[src/rtl/iscm_pkg.sv]
// Package for the integer scaler with CRT mask: command and register codes,
// reset values, default sizes and the CRT weight constants.
// No dependencies.
`timescale 1ns / 1ps

package iscm_pkg;

	// Field widths
	localparam int COMMAND_W = 2;
	localparam int ADDRESS_W = 17;
	localparam int COLOR_W   = 32;
	localparam int CFG_IDX_W = 3;
	localparam int CFG_DATA_W = 12;

	// Default sizes handed to the top level
	localparam int SOURCE_PIXELS_DEF = 131072;
	localparam int PALETTE_SIZE_DEF  = 16;
	localparam int MAX_VIDEO_DIM_DEF = 4096;

	// Width of the geometry arithmetic (scaled size plus offset fits in it)
	localparam int GEOM_W = 17;

	// Command codes
	localparam logic [COMMAND_W-1:0] CMD_PALETTE = 2'd0;
	localparam logic [COMMAND_W-1:0] CMD_SOURCE  = 2'd1;
	localparam logic [COMMAND_W-1:0] CMD_EMIT    = 2'd2;

	// Register indexes
	localparam logic [CFG_IDX_W-1:0] REG_VIDEO_WIDTH   = 3'd0;
	localparam logic [CFG_IDX_W-1:0] REG_VIDEO_HEIGHT  = 3'd1;
	localparam logic [CFG_IDX_W-1:0] REG_SOURCE_WIDTH  = 3'd2;
	localparam logic [CFG_IDX_W-1:0] REG_SOURCE_HEIGHT = 3'd3;
	localparam logic [CFG_IDX_W-1:0] REG_SCALE_X       = 3'd4;
	localparam logic [CFG_IDX_W-1:0] REG_SCALE_Y       = 3'd5;
	localparam logic [CFG_IDX_W-1:0] REG_BORDER_INDEX  = 3'd6;
	localparam logic [CFG_IDX_W-1:0] REG_CRT_ENABLE    = 3'd7;

	// Register reset values
	localparam logic [11:0] RST_VIDEO_WIDTH   = 12'd768;
	localparam logic [11:0] RST_VIDEO_HEIGHT  = 12'd528;
	localparam logic [10:0] RST_SOURCE_WIDTH  = 11'd320;
	localparam logic [9:0]  RST_SOURCE_HEIGHT = 10'd200;
	localparam logic [4:0]  RST_SCALE_X       = 5'd2;
	localparam logic [4:0]  RST_SCALE_Y       = 5'd2;
	localparam logic [3:0]  RST_BORDER_INDEX  = 4'd0;

	// CRT channel weights in hundredths: lit channel, other channels,
	// and both again on the darkened row
	localparam logic [6:0] W_LIT      = 7'd100;
	localparam logic [6:0] W_DIM      = 7'd60;
	localparam logic [6:0] W_LIT_DARK = 7'd70;
	localparam logic [6:0] W_DIM_DARK = 7'd42;
	localparam logic [1:0] DARK_ROW   = 2'd2;

	// floor(n / 25) = (n * RECIP_25) >> RECIP_SHIFT for n below 43690
	localparam logic [15:0] RECIP_25    = 16'd41944;
	localparam int          RECIP_SHIFT = 20;

	typedef struct packed {
		logic       enable;
		logic [1:0] col_phase;
		logic [1:0] row_phase;
	} crt_ctrl_t;

endpackage

[src/rtl/iscm_crt.sv]
// CRT curve and phosphor mask: contrast, brightness and per-channel weight,
// products registered, then divided by 200 and clamped.
// Depends on iscm_pkg.
`timescale 1ns / 1ps

module iscm_crt
	import iscm_pkg::*;
(
	input  logic               clk,
	input  logic               load,
	input  crt_ctrl_t          ctrl,
	input  logic [COLOR_W-1:0] color_in,
	output logic [COLOR_W-1:0] color_out
);

	logic [16:0]        prod_s1 [3];
	logic [COLOR_W-1:0] color_s1;
	logic               enable_s1;
	logic [7:0]         chan_out [3];

	always_ff @(posedge clk) begin
		if (load) begin
			color_s1 <= color_in;
			enable_s1 <= ctrl.enable;
			for (int ch = 0; ch < 3; ch++) begin
				logic [9:0] c10;
				logic [9:0] num;
				logic [6:0] w;
				c10 = {2'b00, color_in[8*ch +: 8]};
				// 3c - 8, floored at zero
				num = (c10 >= 10'd3) ? ((c10 << 1) + c10 - 10'd8) : 10'd0;
				if (ctrl.col_phase == 2'(ch))
					w = (ctrl.row_phase == DARK_ROW) ? W_LIT_DARK : W_LIT;
				else
					w = (ctrl.row_phase == DARK_ROW) ? W_DIM_DARK : W_DIM;
				prod_s1[ch] <= 17'(num) * 17'(w);
			end
		end
	end

	// divide by 200 as (p >> 3) / 25 through the reciprocal, then clamp
	always_comb begin
		for (int ch = 0; ch < 3; ch++) begin
			logic [29:0] m;
			logic [9:0]  q;
			m = 30'(prod_s1[ch][16:3]) * 30'(RECIP_25);
			q = m[29:RECIP_SHIFT];
			chan_out[ch] = (q > 10'd255) ? 8'hFF : q[7:0];
		end
	end

	assign color_out = enable_s1 ? {color_s1[31:24], chan_out[2], chan_out[1], chan_out[0]}
		: color_s1;

endmodule

[config.mk]
export PLATFORM = sky130hd
export DESIGN_NAME = iscm_crt
export DESIGN_NICKNAME = d
export VERILOG_FILES = /design/src/rtl/iscm_pkg.sv /design/src/rtl/iscm_crt.sv
export SDC_FILE = /design/constraint.sdc
export NUM_CORES = 1
export LEC_CHECK = 0
export ABC_CLOCK_PERIOD_IN_PS = 16800
export BUFFER_PORTS_ARGS = -buffer_cell sky130_fd_sc_hd__buf_4
export CAP_MARGIN = 0
export CORE_MARGIN = 2
export CORE_UTILIZATION = 45
export CTS_CLUSTER_DIAMETER = 200
export DETAILED_ROUTE_END_ITERATION = 8
export PLACE_DENSITY_LB_ADDON = 0.12
export SYNTH_ARGS = -nofsm -noshare
export SYNTH_HDL_FRONTEND = slang
export SYNTH_SLANG_ARGS = --single-unit
[constraint.sdc]
create_clock -name clk -period 16.8 [get_ports clk]
set_clock_uncertainty 0.15 [all_clocks]
set_input_delay 3.36 -clock clk [delete_from_list [all_inputs] [get_ports clk]]
set_output_delay 3.36 -clock clk [all_outputs]
set_load 0.02 [all_outputs]
Yosys cells after proc, flatten, opt, wreduce, memory -nomap -nowiden

Memories as Yosys holds them, arrays and structs flattened.
Index checks and enable logic that the tools add are counted.

Register bits: 33
Memory bits (writable): 51
Output and inout port bits: 32
Logic and storage cells: 42
Memories kept: 1

Memory list:

| memory  | depth | width | read ports | clocked after Yosys merged registers in | wr ports | RTL line       | RTL |
|---|---|---|---|---|---|---|---|
| prod_s1 | 3     | 17    | 3          | 0                                       | 3        | iscm_crt.sv:16 | `logic [16:0] prod_s1 [3];` |

Add/subtract/negate cells: 6
$mul: 6
Magnitude comparators: 6
Equality and inequality tests: 3
Multiplexer cells: 17
Reduce and logical (&&, ||, !) cells: 1

Operators with widths:

| kind                                                              | number |
|---|---|
| multiplier 14 x 13 -> 27 bit, second input constant               | 3 |
| multiplier 10 x 7 -> 17 bit                                       | 3 |
| two-way mux 7 bit                                                 | 6 |
| adder 9 x 8 -> 10 bit                                             | 3 |
| > comparator 10 x 8 -> 1 bit, second input constant               | 3 |
| two-way mux 10 bit                                                | 3 |
| subtractor 10 x 4 -> 10 bit, second input constant                | 3 |
| greater-or-equal comparator 8 x 2 -> 1 bit, second input constant | 3 |
| two-way mux 24 bit                                                | 1 |
| two-way mux 8 bit                                                 | 3 |
| two-way mux 6 bit                                                 | 1 |
| two-way mux 5 bit                                                 | 1 |
| equality test 2 bit, second input constant                        | 2 |
| equality test 2 x 1 -> 1 bit, second input constant               | 1 |
| zero test 2 bit                                                   | 1 |
| two-way mux 1 bit                                                 | 2 |

Longest topological paths before layout

Gate-level depths: netlist of run 1.

Depth after elaboration: 5
Depth in mapped cells: 26
Depth with buffers taken out: 26

Least setup slack after synthesis of run 1

Ideal clock, no wire load.

Path kind: input-to-reg
Start point: input port color_in[17]
End point: memory prod_s1[2][15] (netlist: prod_s1[0][49]) (data pin)
Setup time: 0.137 ns
Arrival time: 8.594 ns
Slack: 7.918 ns
Stages on the path: 24
Path buffers: 0
Cells stage by stage: ha_1 > ha_1 > inv_1 > fa_1 > nor2b_1 > nor3_1 > nand2_1 > fa_1 > inv_1 > ha_1 > inv_1 > fa_1 > inv_1 > ha_1 > ha_1 > fa_1 > a21o_1 > a21oi_1 > o21bai_1 > a21oi_1 > o21bai_1 > a21oi_1 > or4b_1 > nand4_1

RTL lines:

| what            | RTL line       | RTL |
|---|---|---|
| start, declared | iscm_crt.sv:12 | `input logic [COLOR_W-1:0] color_in,` |
| end, declared   | iscm_crt.sv:16 |  |

==> results of run 1 <==
## cell usage after synthesis, types with 5 or more instances
library cell and count:
a21oi_2 7, nor3_1 16, o21ai_0 16, nand2b_1 9, a31oi_1 11, and3_1 15, a21o_1 37, xor2_1 26
xnor2_1 47, buf_4 8, or2_2 7, nor2_1 105, nor2b_1 11, fa_1 294, o21bai_1 8, clkbuf_1 15
nand3_1 34, and2_1 16, or3_1 6, o22a_1 18, ha_1 441, a21oi_1 43, nand2_1 138, edfxtp_1 75
inv_1 509, o21a_1 5, o211ai_1 5
## kinds of logic (layout without fill, tap and decap cells)
family,Yosys count,in the layout,synth area share [%]
fa+ha+maj,735,735,58.79
buf+inv,534,599,10.49
simple gates,375,375,8.766
compound gates,179,179,6.683
flops,75,75,11.61
xor+xnor,73,73,3.296
mux,5,5,0.3676
## state kept, by name, indices dropped and copies added, names as in the netlist
register	count
prod_s1	42
color_s1	32
enable_s1	1
## metal layers
metal,track usage [%],vias up,part of all wire (%)
met5,0,-,0.023
met4,4.857,2,1.9
met3,1.914,40,2.1
met2,32.01,138,48
met1,25.45,6187,48
li1,-,6409,-
## critical path: cells and delay by family (launching register included)
kind                       cells  cell delay (ns)
buffers and inverters          5             0.37
AOI/OAI and AO/OA              7             1.52
DFF                            1             0.62
adders and majority gates      6             2.64
muxes                          1             0.53
## final timing paths
| check | end |
|---|---|
| setup / recovery | color_out[7] |
| hold / removal | color_s1[29] |
## area by class of cell
class	instances	area (um2)	area share, %
Inverter	509	1911	9.169
Multi-Input combinational cell	1367	15110	72.53
Tap cell	546	683.2	3.278
Clock buffer	9	225.2	1.081
Timing Repair Buffer	75	563.0	2.702
Sequential cell	75	2252	10.81
Clock inverter	6	90.09	0.4323
## metrics by stage
stage	setup WS, ns	utilization (%)
after floorplan	7.918	-
after global placement	7.285	47.96
after detailed placement	7.138	47.96
after CTS	7.173	48.70
after global routing	6.918	48.70
final	7.268	48.70
==> out/results.txt, run 1 <==
Cell Rows - 76
Worst setup EP type - primary output
crit path max fanout - 8
post-CTS sizing - 0
total negative slack - 0 ns
startpoint type of the worst setup path - flip-flop
DRC - 0
Avg Cell Area, Syn - 9.816 um2
Initial DRC Count - 477
hold-fix buffers at CTS - 0
CTS tree - yes
synthesized cell area - 19400 um2
detailed-route wire length per cell - 15.01 um
H-tree levels - 3
most frequent cells in the layout - 509 x inv_1, 441 x ha_1, 294 x fa_1
Final setup viols - 0
GP Congestion - 0.8737
CP Cell Sequence - fa_1 > ha_1 > inv_1 > fa_1 > inv_1 > fa_1 > inv_1 > fa_1 > inv_1 > ha_1 > a211o_1 > o211ai_1 > o211ai_1 > o2111ai_1 > a21oi_2 > a31oi_1 > mux2i_2 > o22a_1 > buf_4
period utilisation layout - 56.74%
die area - 44780 um2
Fin. Hold Viols - 0
status - finished clean
post-synthesis sequential area ratio - 11.61%
Non-Filler Instances - 2587
layout cell share with drive strength beyond 1 - 5.879%
Die Wd - 211.6 um
Max-cap violations - 0
area growth from synthesis to layout - 7.424%
vias per cell - 4.939
Worst Path Arrival - 6.02 ns
slew margin rel. - 28.90%
Post-Route WL - 38.83 mm
Hold Path Stages - 1
max-slew violation count - 0
Hold Crit Class - input port to flip-flop
Post-synth EDFFs - 75
slowest stage delay, CP - 0.62 ns
CTS buffer count - 9
hold_sp - color_in[29]
Crit Path Category - flip-flop to primary output
FF+latch count, synth - 75
worst setup path start - prod_s1[0][14]
# IOs - 71
Syn Nets - 2750
Fmax - 104.9 MHz
Pre-antenna DRT Iters - 5
post-route minimum period - 9.532 ns
CP max-delay cell - edfxtp_1
ys async rst share - 0%
Yosys cell types - 61
Worst EP required - 13.29 ns
die height - 211.6 um
GRT overflow - 0
PortBufs - 70
Area contributors post-synth - fa_1 30%, ha_1 28%, edfxtp_1 12%, inv_1 9.8%, nand2_1 2.7%
root buffer cell - clkbuf_16
CTS sink cnt - 75
RSZ-0062 raised after global routing - false
initial antenna violation count - 1
warnings from Yosys - 0
Cells after Synth - 1976
top cell type's share of synthesized area - 30.34%
clock buffer depth - 2
core area - 42790 um2
first-pass GRT wire length - 66.50 mm
antenna-violating nets left - 0
commonest register cell after synthesis - edfxtp_1
Vias - 12780
slew of the pin with the lowest slew margin - 1.066 ns
dpl cells - 2572
Layout fillers - 4105
HPWL after DPL - 34.56 mm
final instance area - 20840 um2
Total Nets Final - 2811
initial core utilization - 45.33%
postcts setup bufs - 0
placement-stage cell area - 20520 um2
gr usage total - 18.73%
Synth area leader - fa_1
WHS - 3.011 ns
largest net degree at the start of global routing - 76
antenna cells - 0
register clock-pin slew on the reported worst setup and hold paths - 0.07 ns
vias in the first global route - 13600
commonest non-fill, non-tap cell in the layout - inv_1
Power of run 1 is not shown: default switching activity piles up to over one toggle a cycle in this logic, so the estimate is an artifact.
==> inputs of run 2 (changes only) <==
--- a/config.mk
+++ b/config.mk
@@ -5,7 +5,7 @@
 export SDC_FILE = /design/constraint.sdc
 export NUM_CORES = 1
 export LEC_CHECK = 0
-export ABC_CLOCK_PERIOD_IN_PS = 16800
+export ABC_CLOCK_PERIOD_IN_PS = 9300
 export BUFFER_PORTS_ARGS = -buffer_cell sky130_fd_sc_hd__buf_4
 export CAP_MARGIN = 0
 export CORE_MARGIN = 2
==> constraint.sdc (replaced) <==
create_clock -name clk -period 9.3 [get_ports clk]
set_clock_uncertainty 0.15 [all_clocks]
set_input_delay 1.86 -clock clk [delete_from_list [all_inputs] [get_ports clk]]
set_output_delay 1.86 -clock clk [all_outputs]
set_load 0.02 [all_outputs]
==> run 2 against run 1 <==
Effect of this change: worst setup slack worse by 6.0 ns; via count hardly changed; critical path depth stayed put; final cell count hardly changed; die area stayed put; routed wire length is 0.83% higher; sequential share of layout area hardly changed; non-clock buffer count is 2 higher; first-iteration DRC count is 32% lower; largest cell class unchanged.
==> out/results.txt, run 2 (synthesis results as in run 1) <==
final instance area - 20830 um2 (was 20840 um2)
Post-Route WL - 39.16 mm (was 38.83 mm)
RSZ-0062 raised after global routing - false (unchanged)
Fin. Hold Viols - 0 (unchanged)
Hold Crit Class - input port to flip-flop (unchanged)
Pre-antenna DRT Iters - 5 (unchanged)
DRC - 0 (unchanged)
gr usage total - 18.84% (was 18.73%)
CTS tree - yes (unchanged)
placement-stage cell area - 20540 um2 (was 20520 um2)
HPWL after DPL - 35.14 mm (was 34.56 mm)
first-pass GRT wire length - 66.49 mm (was 66.50 mm)
vias per cell - 4.938 (was 4.939)
core area - 42790 um2 (unchanged)
Worst setup EP type - primary output (unchanged)
crit path max fanout - 8 (unchanged)
Total Nets Final - 2813 (was 2811)
clock buffer depth - 2 (unchanged)
Crit Path Category - flip-flop to primary output (unchanged)
# IOs - 71 (unchanged)
die area - 44780 um2 (unchanged)
hold-fix buffers at CTS - 0 (unchanged)
Layout fillers - 4108 (was 4105)
initial core utilization - 45.33% (unchanged)
initial antenna violation count - 0 (was 1)
Non-Filler Instances - 2589 (was 2587)
antenna-violating nets left - 0 (unchanged)
register clock-pin slew on the reported worst setup and hold paths - 0.08 ns (was 0.07 ns)
Die Wd - 211.6 um (unchanged)
slew margin rel. - 27.86% (was 28.90%)
startpoint type of the worst setup path - flip-flop (unchanged)
total negative slack - 0 ns (unchanged)
top flop regs - prod_s1: 42 flops, color_s1: 32 flops, enable_s1: 1 flops (unchanged)
postcts setup bufs - 0 (unchanged)
vias in the first global route - 13420 (was 13600)
detailed-route wire length per cell - 15.12 um (was 15.01 um)
die height - 211.6 um (unchanged)
largest net degree at the start of global routing - 76 (unchanged)
slew of the pin with the lowest slew margin - 1.082 ns (was 1.066 ns)
period utilisation layout - 86.40%
Final setup viols - 0 (unchanged)
CTS sink cnt - 75 (unchanged)
root buffer cell - clkbuf_16 (unchanged)
Max-cap violations - 0 (unchanged)
status - finished clean (unchanged)
commonest non-fill, non-tap cell in the layout - inv_1 (unchanged)
max-slew violation count - 0 (unchanged)
GRT overflow - 0 (unchanged)
Cell Rows - 76 (unchanged)
post-CTS sizing - 0 (unchanged)
CP endpoint - color_out[1] (was color_out[7])
max FFs per register - 42 (unchanged)
H-tree levels - 3 (unchanged)
antenna cells - 0 (unchanged)
Biggest register - prod_s1 (unchanged)
layout cell share with drive strength beyond 1 - 5.972% (was 5.879%)
Initial DRC Count - 322 (was 477)
Worst EP required - 7.29 ns (was 13.29 ns)
GP Congestion - 0.8518 (was 0.8737)
CTS buffer count - 9 (unchanged)
most frequent cells in the layout - 509 x inv_1, 441 x ha_1, 294 x fa_1 (unchanged)
area growth from synthesis to layout - 7.373% (was 7.424%)
Worst Path Arrival - 6.03 ns (was 6.02 ns)
dpl cells - 2574 (was 2572)
Vias - 12780 (about the same)
post-route minimum period - 8.035 ns
worst setup path start - prod_s1[0][14] (unchanged)
PortBufs - 70 (unchanged)
Fmax - 124.5 MHz
==> run 2: layout make-up <==
| type | count | area [um2] | share of cell area (%) |
|---|---|---|---|
| multi-input cells | 1367 | 15110 | 72.56 |
| flip-flops and latches | 75 | 2252 | 10.81 |
| inverters | 509 | 1911 | 9.173 |
| well taps | 546 | 683.2 | 3.280 |
| repair buffers | 77 | 578.1 | 2.775 |
| clock buffers | 9 | 225.2 | 1.081 |
| clock inverters | 6 | 65.06 | 0.3124 |
==> run 2: how the worst min path moves through the flow <==
stage / start / to / slack (ns) / cells after the start
after CTS: ctrl[4] / enable_s1 / 1.48 / 1
after detailed placement: color_in[27] / color_s1[27] / 1.89 / 1
after global routing: ctrl[4] / enable_s1 / 1.50 / 1
final: ctrl[4] / enable_s1 / 1.51 / 1
after global placement: color_in[29] / color_s1[29] / 1.89 / 1
after floorplan: color_in[0] / color_s1[0] / 1.81 / 0
==> run 2: routing by layer <==
layer | share of wire, % | track usage [%]
met3 | 2.8 | 2.388
met5 | 0 | 0
met2 | 48 | 31.35
met4 | 2.0 | 4.735
met1 | 48 | 26.09
==> run 2: critical path: stages (launching register included) <==
cell and delay [ns]:
edfxtp_1 0.60, fa_1 0.49, ha_1 0.29, inv_1 0.05, fa_1 0.47, inv_1 0.05, fa_1 0.53, inv_1 0.06
fa_1 0.53, inv_1 0.04, ha_1 0.32, a211o_1 0.30, o211ai_1 0.09, o211ai_1 0.15, o2111ai_1 0.30, a21oi_2 0.11
a31oi_1 0.24, mux2i_2 0.61, o22a_1 0.26, buf_4 0.14
==> run 2: per-stage QoR <==
stage                     worst slack (ns)  util (%)  hold slack, ns
after detailed placement             1.419     47.99           1.890
after global routing                0.9446     48.67           1.496
after CTS                            1.223     48.67           1.481
after global placement               1.499     47.99           1.888
final                                1.265     48.67           1.507
after floorplan                      1.918         -           1.809
Power of run 2 is left out for the same reason.
