### src/rtl/iscm_div.sv
// Two-lane restoring divider, one quotient bit per cycle, for the column
// and row source coordinates. Divisors are 5-bit scale factors.
// Depends on nothing but its parameter.
`timescale 1ns / 1ps

module iscm_div #(
	parameter int W = 12
) (
	input  logic         clk,
	input  logic         arst_n,
	input  logic         start,
	input  logic [W-1:0] dividend_x,
	input  logic [W-1:0] dividend_y,
	input  logic [4:0]   divisor_x,
	input  logic [4:0]   divisor_y,
	output logic         last,
	output logic [W-1:0] quotient_x,
	output logic [W-1:0] quotient_y
);

	localparam int CNT_W = $clog2(W + 1);

	logic             busy_q;
	logic [CNT_W-1:0] cnt_q;
	logic [W-1:0]     nx_q, ny_q;
	logic [4:0]       rx_q, ry_q;
	logic [4:0]       dx_q, dy_q;
	logic [5:0]       step_x, step_y;

	// returns {quotient bit, new remainder}
	function automatic logic [5:0] div_step(input logic [4:0] rem, input logic nbit,
			input logic [4:0] d);
		logic [5:0] t;
		logic [5:0] diff;
		t = {rem, nbit};
		diff = t - {1'b0, d};
		if (t >= {1'b0, d})
			return {1'b1, diff[4:0]};
		return {1'b0, t[4:0]};
	endfunction

	assign step_x = div_step(rx_q, nx_q[W-1], dx_q);
	assign step_y = div_step(ry_q, ny_q[W-1], dy_q);
	assign last = busy_q && (cnt_q == CNT_W'(1));
	assign quotient_x = nx_q;
	assign quotient_y = ny_q;

	always_ff @(posedge clk or negedge arst_n) begin
		if (!arst_n) begin
			busy_q <= 1'b0;
			cnt_q <= '0;
		end else if (start) begin
			busy_q <= 1'b1;
			cnt_q <= CNT_W'(W);
		end else if (busy_q) begin
			cnt_q <= cnt_q - CNT_W'(1);
			if (last)
				busy_q <= 1'b0;
		end
	end

	always_ff @(posedge clk) begin
		if (start) begin
			nx_q <= dividend_x;
			ny_q <= dividend_y;
			rx_q <= '0;
			ry_q <= '0;
			dx_q <= divisor_x;
			dy_q <= divisor_y;
		end else if (busy_q) begin
			nx_q <= {nx_q[W-2:0], step_x[5]};
			ny_q <= {ny_q[W-2:0], step_y[5]};
			rx_q <= step_x[4:0];
			ry_q <= step_y[4:0];
		end
	end

endmodule

### config.mk
export PLATFORM = sky130hd
export DESIGN_NAME = iscm_div
export DESIGN_NICKNAME = d
export VERILOG_FILES = /design/src/rtl/iscm_div.sv
export SDC_FILE = /design/constraint.sdc
export NUM_CORES = 1
export LEC_CHECK = 0
export BUFFER_PORTS_ARGS = -buffer_cell sky130_fd_sc_hd__buf_2
export CAP_MARGIN = 25
export CORE_MARGIN = 2
export CORE_UTILIZATION = 50
export CTS_CLUSTER_DIAMETER = 80
export CTS_CLUSTER_SIZE = 14
export DETAILED_ROUTE_END_ITERATION = 8
export GPL_ROUTABILITY_DRIVEN = 0
export PLACE_DENSITY = 0.73
export SYNTH_ARGS = -nofsm -noshare
export SYNTH_HDL_FRONTEND = slang
export SYNTH_SLANG_ARGS = --single-unit
### constraint.sdc
create_clock -name clk -period 2.25 [get_ports clk]
set_input_delay 0.3375 -clock clk [delete_from_list [all_inputs] [get_ports clk]]
set_output_delay 0.3375 -clock clk [all_outputs]
set_load 0.02 [all_outputs]
Word level (Yosys, flattened, before mapping)
Cells that the tools add are included.
{ "totals": {"ff_bits": 49, "latch_bits": 0, "ramBits": 0, "mem_bits_ro": 0, "output_inout_bits": 25, "elab_cells": 31, "n_memories": 0} }
{ "op_classes": {"addsub": 3, "n_mul": 0, "div_mod_pow": 0, "magnitude_cmp": 2, "n_eq_ne": 1, "n_shift": 0, "n_mux": 15, "bitwise_logic": 0, "n_reduce_logical": 2} }
{ "op_table": {"columns": ["op", "count"], "rows": [
  ["2-to-1 mux 12 bit", 4],
  ["2-to-1 mux 6 bit", 4],
  ["greater-or-equal comparator 6 x 5 -> 1 bit", 2],
  ["subtractor 5 bit", 2],
  ["2-to-1 mux 4 bit", 2],
  ["2-to-1 mux 1 bit", 5],
  ["equality test 4 x 1 -> 1 bit (second input constant)", 1],
  ["subtractor 4 x 1 -> 4 bit (second input constant)", 1],
  ["nonzero test 2 bit", 1],
  ["logical AND 1 bit", 1]
]} }

Depth between registers and ports, before layout
Gate-level depths: netlist of run 1.
{ "logic_depth": {"depth_word": 5, "ltp_mapped": 8} }

Least setup slack after synthesis of run 1
OpenSTA, ideal clock, no wires.
{ "synth_timing": {"path_type": "reg2reg", "start": "reg ny_q[11], in the netlist quotient_y[11]", "end": "reg ny_q[0], in the netlist quotient_y[0], data pin", "arrival_time_ps": 1953, "path_slack_ps": 37, "stages_incl_launch_ff": 9, "synth_period_minus_slack_ps": 2213, "path_cell_list": "edfxtp_1 -> inv_1 -> ha_1 -> inv_1 -> fa_1 -> a211oi_1 -> o21ai_1 -> and2_1 -> mux2_2"} }
{ "synth_between": {"elab_chain_len": 5} }
{ "synth_lines": {"columns": ["item", "line_no", "source"], "rows": [
  ["start, declared", "25", "logic [W-1:0] nx_q, ny_q;"],
  ["start signal, assigned", "65", "ny_q <= dividend_y;"],
  ["start signal, assigned", "72", "ny_q <= {ny_q[W-2:0], step_y[5]};"],
  ["greater-or-equal comparator 6 x 5 -> 1 bit", "37", "if (t >= {1'b0, d})"],
  ["2-to-1 mux 1 bit", "37", null],
  ["2-to-1 mux 6 bit", "39", "return {1'b0, t[4:0]};"],
  ["2-to-1 mux 12 bit", "70", "end else if (busy_q) begin"],
  ["2-to-1 mux 12 bit", "63", "if (start) begin"]
]} }
No other way between the ends. The select of a mux whose other input is x is not followed.
A chain may end at the register's enable or synchronous reset.

Worst setup path in the final report of run 1
{ "layout_timing": {"start": "reg nx_q[11], in the netlist quotient_x[11]", "end": "reg rx_q[2]"} }
{ "layout_between": {"elab_chain_len": 3, "word_cells_on_any_way": 5, "classes_between": "add/sub (1); order compare (1); mux (3)"} }
{ "layout_lines": {"columns": ["item", "line_no", "source"], "rows": [
  ["start, declared", "25", null],
  ["start signal, assigned", "64", "nx_q <= dividend_x;"],
  ["start signal, assigned", "71", "nx_q <= {nx_q[W-2:0], step_x[5]};"],
  ["subtractor 5 bit / greater-or-equal comparator 6 x 5 -> 1 bit (equally long branches)", "36, 37", null],
  ["2-to-1 mux 6 bit / 2-to-1 mux 1 bit (equally long branches)", "37", null],
  ["2-to-1 mux 6 bit (*)", "39", null],
  ["end signal, assigned", "73", "rx_q <= step_x[4:0];"],
  ["end, declared", "26", "logic [4:0] rx_q, ry_q;"]
]} }
Mark *: on every way between the ends. The rest lies on a longest branch, timed or not. The select of a mux whose other input is x is not followed.

==> results by group, run 1 <==
Run status
  • Status: completed

Critical path
  • Worst R2R Start: quotient_x[11]
  • Reg2reg setup slack: about 160 ps
  • Reg2Reg Depth: 9
  • Most common cell on crit path: inv_1
  • Worst setup path class: reg2reg
  • Setup crit start kind: flip-flop
  • CP max stage cell: edfxtp_1
  • R2r endpoint: rx_q[2]
  • Required @ worst endpoint: between 2000 and 2500 ps
  • Critical Path End Type: flip-flop
  • Slowest Stage Delay on Critical Path: 390 ps
  • Worst EP arrival: 2310 ps
  • CP cell instances: inv_1 -> ha_1 -> inv_1 -> fa_2 -> a211o_1 -> o211ai_1 -> buf_4 -> a21oi_1 -> o31ai_1
  • CP max FO: 4

Synthesis
  • Library cells used by synthesis: 52
  • Register area share after synthesis: a little over half
  • Post-synth EDFFs: 34
  • Synth warn: 0
  • Syn Area/Cell: approximately 12 um^2
  • Yosys reg bits: 49
  • Net Count, Synth: ~250
  • Async S/R FF share, synth: approximately 10%
  • Post-Syn Area: 2520 um^2
  • Syn Inst Count: slightly above 200
  • Synth Flop Type: edfxtp_1

Hold path
  • WHS Endpoint: dx_q[2]
  • Hold wc startpoint: divisor_x[2]
  • Worst min path class: in2reg
  • Hold Path Cell Cnt: 1

Final layout
  • Fill cell count: about 380
  • Total Nets Final: approximately 320
  • Antenna diodes: 0
  • Synth-to-layout area growth: 20.4%
  • Layout cells sized above 1: roughly two fifths

Global routing
  • Initial antenna violation count: 0
  • Grt total ovfl: 0
  • Largest net degree at the start of global routing: 24
  • Total track usage: approximately 20%
  • Vias in the first global route: 1738
  • First-pass GRT wire length: 8.11 mm

Clock network
  • Clock Path Buffers: 2
  • TritonCTS Buffers: 5
  • Worst-path clk slew: roughly 90 ps
  • H-Tree Depth: 2
  • TritonCTS clock tree: yes
  • Sink Count: 49
  • Root Buffer: clkbuf_8
  • Clk_lat worst skew: 310 ps

Die
  • Die height: ~75 um
  • Die width: between 70 and 80 um
  • Core Box Area: 4790 um^2
  • DIE AREA: approximately 5600 um^2
  • Starting Density: around 53%
  • Number of I/O pins: 62
  • Row count: 25

Placement
  • Number of port buffers: 61
  • Post-DP HPWL: around 3.6 mm

Drt
  • ANT nets after route: 0
  • Routed wire length: slightly below 5 mm
  • Wire per inst: roughly 15 um
  • DR DRC count: 0
  • Drt first pass iters: 4
  • DR vias: 1800
  • Via density: between 5 and 6
  • Drt first-iter violations: 132

Timing
  • Setup tns final: 0 ps
  • Final period util: 92.7%
  • Slew Viols, Final: 0
  • WHS: 196 ps
  • Clock skew: just over 9 ps
  • Final setup fails: 0
  • Max_slew headroom: between 60% and 70%
  • FMAX: around 0.48 GHz
  • Fin. Hold Viols: 0
  • Worst Tran Pin Value: between 400 and 500 ps
  • RSZ-0062 raised after global routing: false
  • Tmin final: roughly 2100 ps

Job
  • MaxCap Viol Count: 0

Power and ir drop
  • P_leak: around 0.0013 uW
  • Power density cells: 947 nW/um^2
  • Max rail drop VDD: 516 uV
[cells in the final DEF (no fill, tap or decap), types with 3 or more instances in the layout]
cell type	instances
buf_4	7
nand3_1	5
nand2_1	8
clkbuf_8	5
ha_1	12
inv_1	18
o21ai_1	3
buf_2	61
and3_1	3
nor3_1	4
edfxtp_1	34
dfrtp_1	5
mux2_2	23
dfxtp_1	10
a21oi_1	10
nor2_1	10
[kinds of logic after synthesis]
logic type      count (synthesis)  synth area share [%]
flops                          49                  53.3
buf+inv                        25                  3.96
simple gates                   44                  9.32
fa+ha+maj                      14                  7.53
compound gates                 42                  13.8
mux                            24                  10.7
xor+xnor                        4                  1.39
[power breakdown]
group	total [uW]	internal, uW	switching, uW
registers	1270	1140	122
logic	1090	502	588
clock network	524	222	303
total	2880	1870	1010
[routing by layer]
layer  track usage [%]  vias to the layer above  wire, um
met1              26.5                      839      2320
met5                 0                        -         0
met2              28.1                       60      2140
met4              5.95                        0        63
met3              8.97                        6       439
li1                  -                      895         -
[what timing repair did]
item,CTS,global route
endpoints found under the hold margin,5,0
gates resized for setup,0,2
buffers inserted,0,1
endpoints found under the setup margin,0,6
hold buffers,1,0
[flip-flops by register name, indices dropped and copies added (netlist names)]
| signal | count |
|---|---|
| rx_q | 5 |
| busy_q | 1 |
| quotient_x | 12 |
| cnt_q | 4 |
| dx_q | 5 |
| ry_q | 5 |
| dy_q | 5 |
| quotient_y | 12 |
[worst max-delay path by stage]
stage	startpoint	end	slack [ps]	depth (start not counted)
after floorplan	quotient_y[11]	quotient_y[0]	40	8
after global placement	quotient_x[11]	rx_q[3]	160	8
after detailed placement	quotient_x[11]	rx_q[3]	90	8
after CTS	quotient_x[11]	rx_q[3]	40	8
after global routing	quotient_y[11]	quotient_y[0]	20	8
final	quotient_x[11]	rx_q[2]	160	9
[synth_stat cells, types with 2 or more instances]
library cell  instances  area (um^2)
inv_1                18         67.6
nand3_1               5         25.0
dfxtp_1              10          200
xnor2_1               2         17.5
nand3b_1              2         15.0
a211oi_1              2         15.0
a21o_1                2         15.0
o21bai_1              2         15.0
o211ai_1              2         15.0
a311oi_2              2         30.0
fa_1                  2         40.0
nor2_1               10         37.5
and2_1                2         12.5
nand2b_1              2         12.5
buf_2                 5         25.0
and3_1                3         18.8
o31ai_1               2         15.0
a21oi_1              10         50.1
edfxtp_1             34         1020
nand2_1               8         30.0
xor2_1                2         17.5
nor3_1                4         20.0
ha_1                 12          150
o211a_1               2         20.0
mux2_2               23          259
o21ai_1               3         15.0
dfrtp_1               5          125
a311oi_1              2         17.5
[critical path: cells and delay by family, from the launching register on]
family          cells  cell delay [ps]
compound gates      4              760
fa+ha+maj           2              510
flops               1              390
buf+inv             3              340
[final cells by class]
| class | count | area [um^2] | area share [%] |
|---|---|---|---|
| clock inverters | 2 | 16.3 | 0.535 |
| multi-input cells | 128 | 1090 | 35.7 |
| inverters | 18 | 67.6 | 2.22 |
| well taps | 67 | 83.8 | 2.76 |
| clock buffers | 6 | 72.6 | 2.39 |
| flip-flops and latches | 49 | 1350 | 44.3 |
| repair buffers | 69 | 368 | 12.1 |
[stage by stage]
stage / setup WS [ps] / total power [uW] / util (%) / instances / area, um^2
after global placement: 164 / 2320 / 61.2 / 329 / 2930
after floorplan: 37.0 / 2060 / - / 202 / 2520
after CTS: 44.4 / 2880 / 63.2 / 338 / 3030
after detailed placement: 89.2 / 2340 / 61.2 / 329 / 2930
after global routing: 24.6 / 3060 / 63.5 / 339 / 3040
final: 164 / 2880 / 63.5 / 339 / 3040
(Power assumes the default switching activity.)
==> run 2: changes to the inputs <==
Settings changed: CORE_UTILIZATION 50 to 38, CTS_BUF_LIST set to sky130_fd_sc_hd__clkbuf_4 sky130_fd_sc_hd__clkbuf_8 sky130_fd_sc_hd__clkbuf_16, PLACE_DENSITY 0.73 to 0.57, SKIP_CTS_REPAIR_TIMING set to 1.
==> run 2 against run 1 <==
Against the previous run:
- sequential share of layout area about the same
- final cell count increased by 2.7%
- clock-buffer cell count unchanged
- via count decreased by 0.50%
- non-clock buffer count decreased by 1
- sequential cell count unchanged
- sequential power about the same
- register-to-register slack got worse by 20 ps
- critical endpoint is now rx_q[3]
==> results by group, run 2 (synthesis gave the netlist of run 1 again) <==
Critical path
  • Required @ worst endpoint: 2440 ps (-30 ps)
  • CP cell instances: inv_2 -> ha_1 -> inv_1 -> fa_2 -> a211o_1 -> o211ai_1 -> a2111oi_2 -> a311o_1
  • Worst path depth: 8 (-1)
  • Reg2Reg Depth: 8 (-1)
  • CP max stage cell: edfxtp_1
  • Delay-heaviest family, CP: compound AO/OA/AOI/OAI gates
  • Worst setup path class: reg2reg
  • Setup crit start kind: flip-flop
  • WP buf/inv: 2 (-1)
  • CP max FO: 6 (+2)
  • R2r endpoint: rx_q[3]
  • Worst EP arrival: 2300 ps (about the same)
  • Critical Path End Type: flip-flop
  • Worst R2R Start: quotient_x[11]
  • Reg2reg setup slack: 140 ps (-20 ps)
  • Slowest Stage Delay on Critical Path: 410 ps (+20 ps)

Timing
  • Fin. Hold Viols: 0 (unchanged)
  • Worst Tran Pin Value: 510 ps (+19.2 ps)
  • WHS: 201 ps (+4.46 ps)
  • Slew Viols, Final: 0 (unchanged)
  • Clock skew: 8.01 ps (-1.24 ps)
  • FMAX: 0.475 GHz (-0.98%)
  • Setup tns final: 0 ps (unchanged)
  • Max_slew headroom: 65.8% (-1.3 points)
  • Final setup fails: 0 (unchanged)
  • Tmin final: 2110 ps (+20.6 ps)
  • Final period util: 93.6% (+0.91 points)
  • RSZ-0062 raised after global routing: false

Clock network
  • Worst-path clk slew: 100 ps (about the same)
  • Clk_lat worst skew: 300 ps (about the same)
  • Sink Count: 49 (unchanged)
  • H-Tree Depth: 2 (unchanged)
  • TritonCTS clock tree: yes
  • Root Buffer: clkbuf_8
  • Clock Path Buffers: 2 (unchanged)
  • TritonCTS Buffers: 5 (unchanged)

Drt
  • ANT nets after route: 0 (unchanged)
  • Via density: 5.15 (-3.1%)
  • DR DRC count: 0 (unchanged)
  • Drt first-iter violations: 81 (-39%)
  • Wire per inst: 14.3 um (-2.7%)
  • DR vias: 1791 (-0.50%)
  • Drt first pass iters: 4 (unchanged)
  • Routed wire length: 4.96 mm (-0.10%)

Run status
  • Status: completed

Die
  • DIE AREA: 7310 um^2 (+30%)
  • Core Box Area: 6390 um^2 (+33%)
  • Die width: 85.5 um (+14%)
  • Row count: 29 (+16%)
  • Number of I/O pins: 62 (unchanged)
  • Die height: 85.5 um (+14%)
  • Starting Density: 39.5% (-13 points)

Final layout
  • Antenna diodes: 0 (unchanged)
  • Design area: 3040 um^2 (about the same)
  • Layout Cells excl Fill: 348 (+2.7%)
  • Synth-to-layout area growth: 20.5% (about the same)
  • Most common cell after layout, fill and taps aside: buf_2
  • Layout cells sized above 1: 39.9% (+0.15 points)
  • Total Nets Final: 321 (-0.31%)
  • Commonest non-fill, non-tap cells in the layout: buf_2, edfxtp_1, mux2_2
  • Fill cell count: 602 (+58%)

Global routing
  • GR Layer Usage met3: 5.20% (-3.8 points)
  • Initial antenna violation count: 0 (unchanged)
  • Vias in the first global route: 1781 (+2.5%)
  • GR peak layer: met2
  • Total track usage: 14.7% (-4.8 points)
  • First-pass GRT wire length: 8.60 mm (+6.0%)
  • Met2 Use GR: 22.4% (-5.7 points)
  • Grt total ovfl: 0 (unchanged)
  • Met1 usage: 19.8% (-6.7 points)
  • Largest net degree at the start of global routing: 26 (+8.3%)

Hold path
  • Hold Path Cell Cnt: 1 (unchanged)
  • Worst min path class: in2reg
  • WHS Endpoint: dx_q[2]
  • Hold wc startpoint: divisor_x[2]

Placement
  • Placed Area: 2930 um^2 (+0.17%)
  • Post-DP HPWL: 3.64 mm (about the same)
  • Placed cell count: 338 (+2.7%)
  • Number of port buffers: 61 (unchanged)

Power and ir drop
  • P_leak: 0.00131 uW (-0.57%)
  • Power density cells: 947 nW/um^2 (about the same)
  • Max rail drop VDD: 377 uV (-27%)

Job
  • MaxCap Viol Count: 0 (unchanged)
run 2: cell count changes in the layout (fill, tap and decap cells not counted), sizes merged:
cell / delta
buf: -1
clkinv: -1
clkinvlp: +1
run 2: final cells by class:
class	instances	area (um^2)	share of cell area (%)
timing repair buffer	68	360	11.8
clock inverter	2	15.0	0.493
inverter	18	67.6	2.22
tap	77	96.3	3.17
multi-input combinational	128	1080	35.5
sequential	49	1350	44.2
clock buffer	6	76.3	2.51
run 2: per-layer routing:
layer  share of wire (%)  up-vias
met3                 8.4        7
met2                  45       56
li1                    -      895
met1                  45      833
met4                 1.4        0
met5                   0        -
run 2: worst max path at each step:
stage | from | end | slack [ps]
floorplan | quotient_y[11] | quotient_y[0] | 40
global placement | quotient_x[11] | rx_q[3] | 150
detailed placement | quotient_x[11] | rx_q[3] | 100
CTS | quotient_x[11] | rx_q[3] | 80
global route | quotient_x[11] | rx_q[3] | 7
finish | quotient_x[11] | rx_q[3] | 140
run 2: power breakdown:
group          internal, uW  leakage (uW)  switching [uW]  total (uW)
combinational           497      0.000784             577        1070
sequential             1140      0.000489             125        1270
clock                   232     0.0000408             307         539
total                  1870       0.00131            1010        2880
run 2: per-stage QoR:
stage          utilization (%)  setup slack (ps)  power [uW]
6_report                  47.6               143        2880
5_1_grt                   47.6              7.48        3080
4_1_cts                   47.3              77.4        2890
3_5_place_dp              45.9               101        2350
3_3_place_gp              45.9               146        2340
2_1_floorplan                -              37.0        2060
==> run 3: changes to the inputs <==
Settings changed: CORE_ASPECT_RATIO set to 0.6, REMOVE_ABC_BUFFERS set to 1.
==> run 3 against run 2 <==
Against the previous run:
- combinational power hardly changed
- maximum frequency is 0.36% lower
- critical path depth stayed put
- die area is 0.29% higher
- first-iteration DRC count is 1.2% higher
- clock power is 17% higher
- non-clock buffer count is 1 lower
- critical path type unchanged
==> results by group, run 3 (synthesis gave the netlist of run 1 again) <==
Critical path
  • Required @ worst endpoint: 2330 ps (-110 ps)
  • CP cell instances: inv_1 -> ha_1 -> inv_1 -> fa_1 -> a211oi_2 -> o21ai_1 -> and2_1 -> mux2_2
  • Reg2Reg Depth: 8 (unchanged)
  • Worst EP arrival: 2190 ps (-110 ps)
  • Critical Path End Type: flip-flop
  • Setup crit start kind: flip-flop
  • Delay-heaviest family, CP: adder cells
  • Worst setup path class: reg2reg
  • CP max FO: 3 (-3)
  • WP buf/inv: 2 (unchanged)
  • Most common cell on crit path: inv_1
  • Worst path depth: 8 (unchanged)
  • Slowest Stage Delay on Critical Path: 430 ps (+20 ps)
  • CP max stage cell: fa_1

Timing
  • Final period util: 94.0% (+0.34 points)
  • Worst Tran Pin Value: 493 ps (-17.4 ps)
  • Tmin final: 2110 ps (+7.56 ps)
  • Final setup fails: 0 (unchanged)
  • RSZ-0062 raised after global routing: false
  • WHS: 194 ps (-7.20 ps)
  • Slew Viols, Final: 0 (unchanged)
  • Clock skew: 16.2 ps (+8.19 ps)
  • Fin. Hold Viols: 0 (unchanged)
  • Max_slew headroom: 67.1% (+1.3 points)
  • Setup tns final: 0 ps (unchanged)
  • FMAX: 0.473 GHz (-0.36%)

Die
  • Core Box Area: 6280 um^2 (-1.7%)
  • Die height: 67.1 um (-21%)
  • Die width: 109 um (+28%)
  • Row count: 22 (-24%)
  • Number of I/O pins: 62 (unchanged)
  • Starting Density: 40.2% (+0.69 points)
  • DIE AREA: 7330 um^2 (+0.29%)

Placement
  • Post-DP HPWL: 3.69 mm (+1.5%)
  • Placed cell count: 344 (+1.8%)
  • Number of port buffers: 61 (unchanged)

Global routing
  • First-pass GRT wire length: 8.39 mm (-2.5%)
  • Initial antenna violation count: 0 (unchanged)
  • Total track usage: 15.1% (+0.35 points)
  • Vias in the first global route: 1728 (-3.0%)
  • Grt total ovfl: 0 (unchanged)
  • Largest net degree at the start of global routing: 30 (+15%)

Drt
  • ANT nets after route: 0 (unchanged)
  • Wire per inst: 14.3 um (+0.39%)
  • Drt first-iter violations: 82 (+1.2%)
  • DR DRC count: 0 (unchanged)
  • Routed wire length: 5.07 mm (+2.1%)
  • DR vias: 1787 (-0.22%)
  • Drt first pass iters: 4 (unchanged)
  • Via density: 5.05 (-1.9%)

Clock network
  • Worst-path clk slew: 100 ps (about the same)
  • Clk_lat worst skew: 310 ps (about the same)
  • TritonCTS clock tree: yes
  • Clock Path Buffers: 2 (unchanged)
  • Root Buffer: clkbuf_8
  • H-Tree Depth: 2 (unchanged)
  • TritonCTS Buffers: 5 (unchanged)
  • Sink Count: 49 (unchanged)

Final layout
  • Layout Cells excl Fill: 354 (+1.7%)
  • Commonest non-fill, non-tap cells in the layout: buf_2, edfxtp_1, mux2_2
  • Total Nets Final: 320 (-0.31%)
  • Fill cell count: 595 (-1.2%)
  • Layout cells sized above 1: 39.6% (-0.22 points)
  • Util after Layout: 49.2% (+1.5 points)
  • Antenna diodes: 0 (unchanged)
  • Most common cell after layout, fill and taps aside: buf_2
  • Synth-to-layout area growth: 22.2%

Power and ir drop
  • Total power draw: 3000 uW (+4.2%)
  • Max rail drop VDD: 507 uV (+34%)
  • P_leak: 0.00133 uW (+1.1%)
  • Power density cells: 973 nW/um^2 (+2.8%)

Job
  • MaxCap Viol Count: 0 (unchanged)

Hold path
  • Hold Path Cell Cnt: 1 (unchanged)
  • Worst min path class: in2reg

Run status
  • Status: completed
[run 3: stage by stage]
stage	setup slack, ps	cell area (um^2)
global placement	142	2950
floorplan	37.1	2490
detailed placement	112	2950
global route	4.37	3090
CTS	103	3060
finish	136	3090
[run 3: path summary, 6_finish.rpt]
kind	startpoint	to	slack [ps]
setup reg to reg	quotient_y[11]	quotient_y[0]	140
min in group asynchronous	arst_n	cnt_q[3]	380
max in group asynchronous	arst_n	cnt_q[2]	1740
setup / recovery	quotient_y[11]	quotient_y[0]	140
hold reg to reg	ry_q[3]	ry_q[3]	490
hold / removal	divisor_y[3]	dy_q[3]	190
[run 3: per-layer routing]
| layer | share of wire (%) | global-route usage, % |
|---|---|---|
| met1 | 51 | 21.5 |
| met2 | 42 | 22.0 |
| met3 | 6.4 | 5.60 |
| met4 | 0.67 | 3.32 |
| met5 | 0 | 0 |
[run 3: layout make-up]
cell class	instances	area [um^2]	share of cell area, %
sequential	49	1350	43.6
clock inverter	3	41.3	1.34
inverter	18	67.6	2.19
clock buffer	5	68.8	2.23
multi-input combinational	128	1090	35.4
tap	84	105	3.41
timing repair buffer	67	365	11.8
[run 3: worst reg2reg max path: stages, from the launching register on]
cell and delay [ps]:
edfxtp_1 420, inv_1 80, ha_1 150, inv_1 50, fa_1 430, a211oi_2 190, o21ai_1 110, and2_1 190
mux2_2 270
[run 3: power by group]
group / switching (uW) / internal [uW]
combinational: 598 / 504
sequential: 126 / 1140
clock: 304 / 328
total: 1030 / 1970
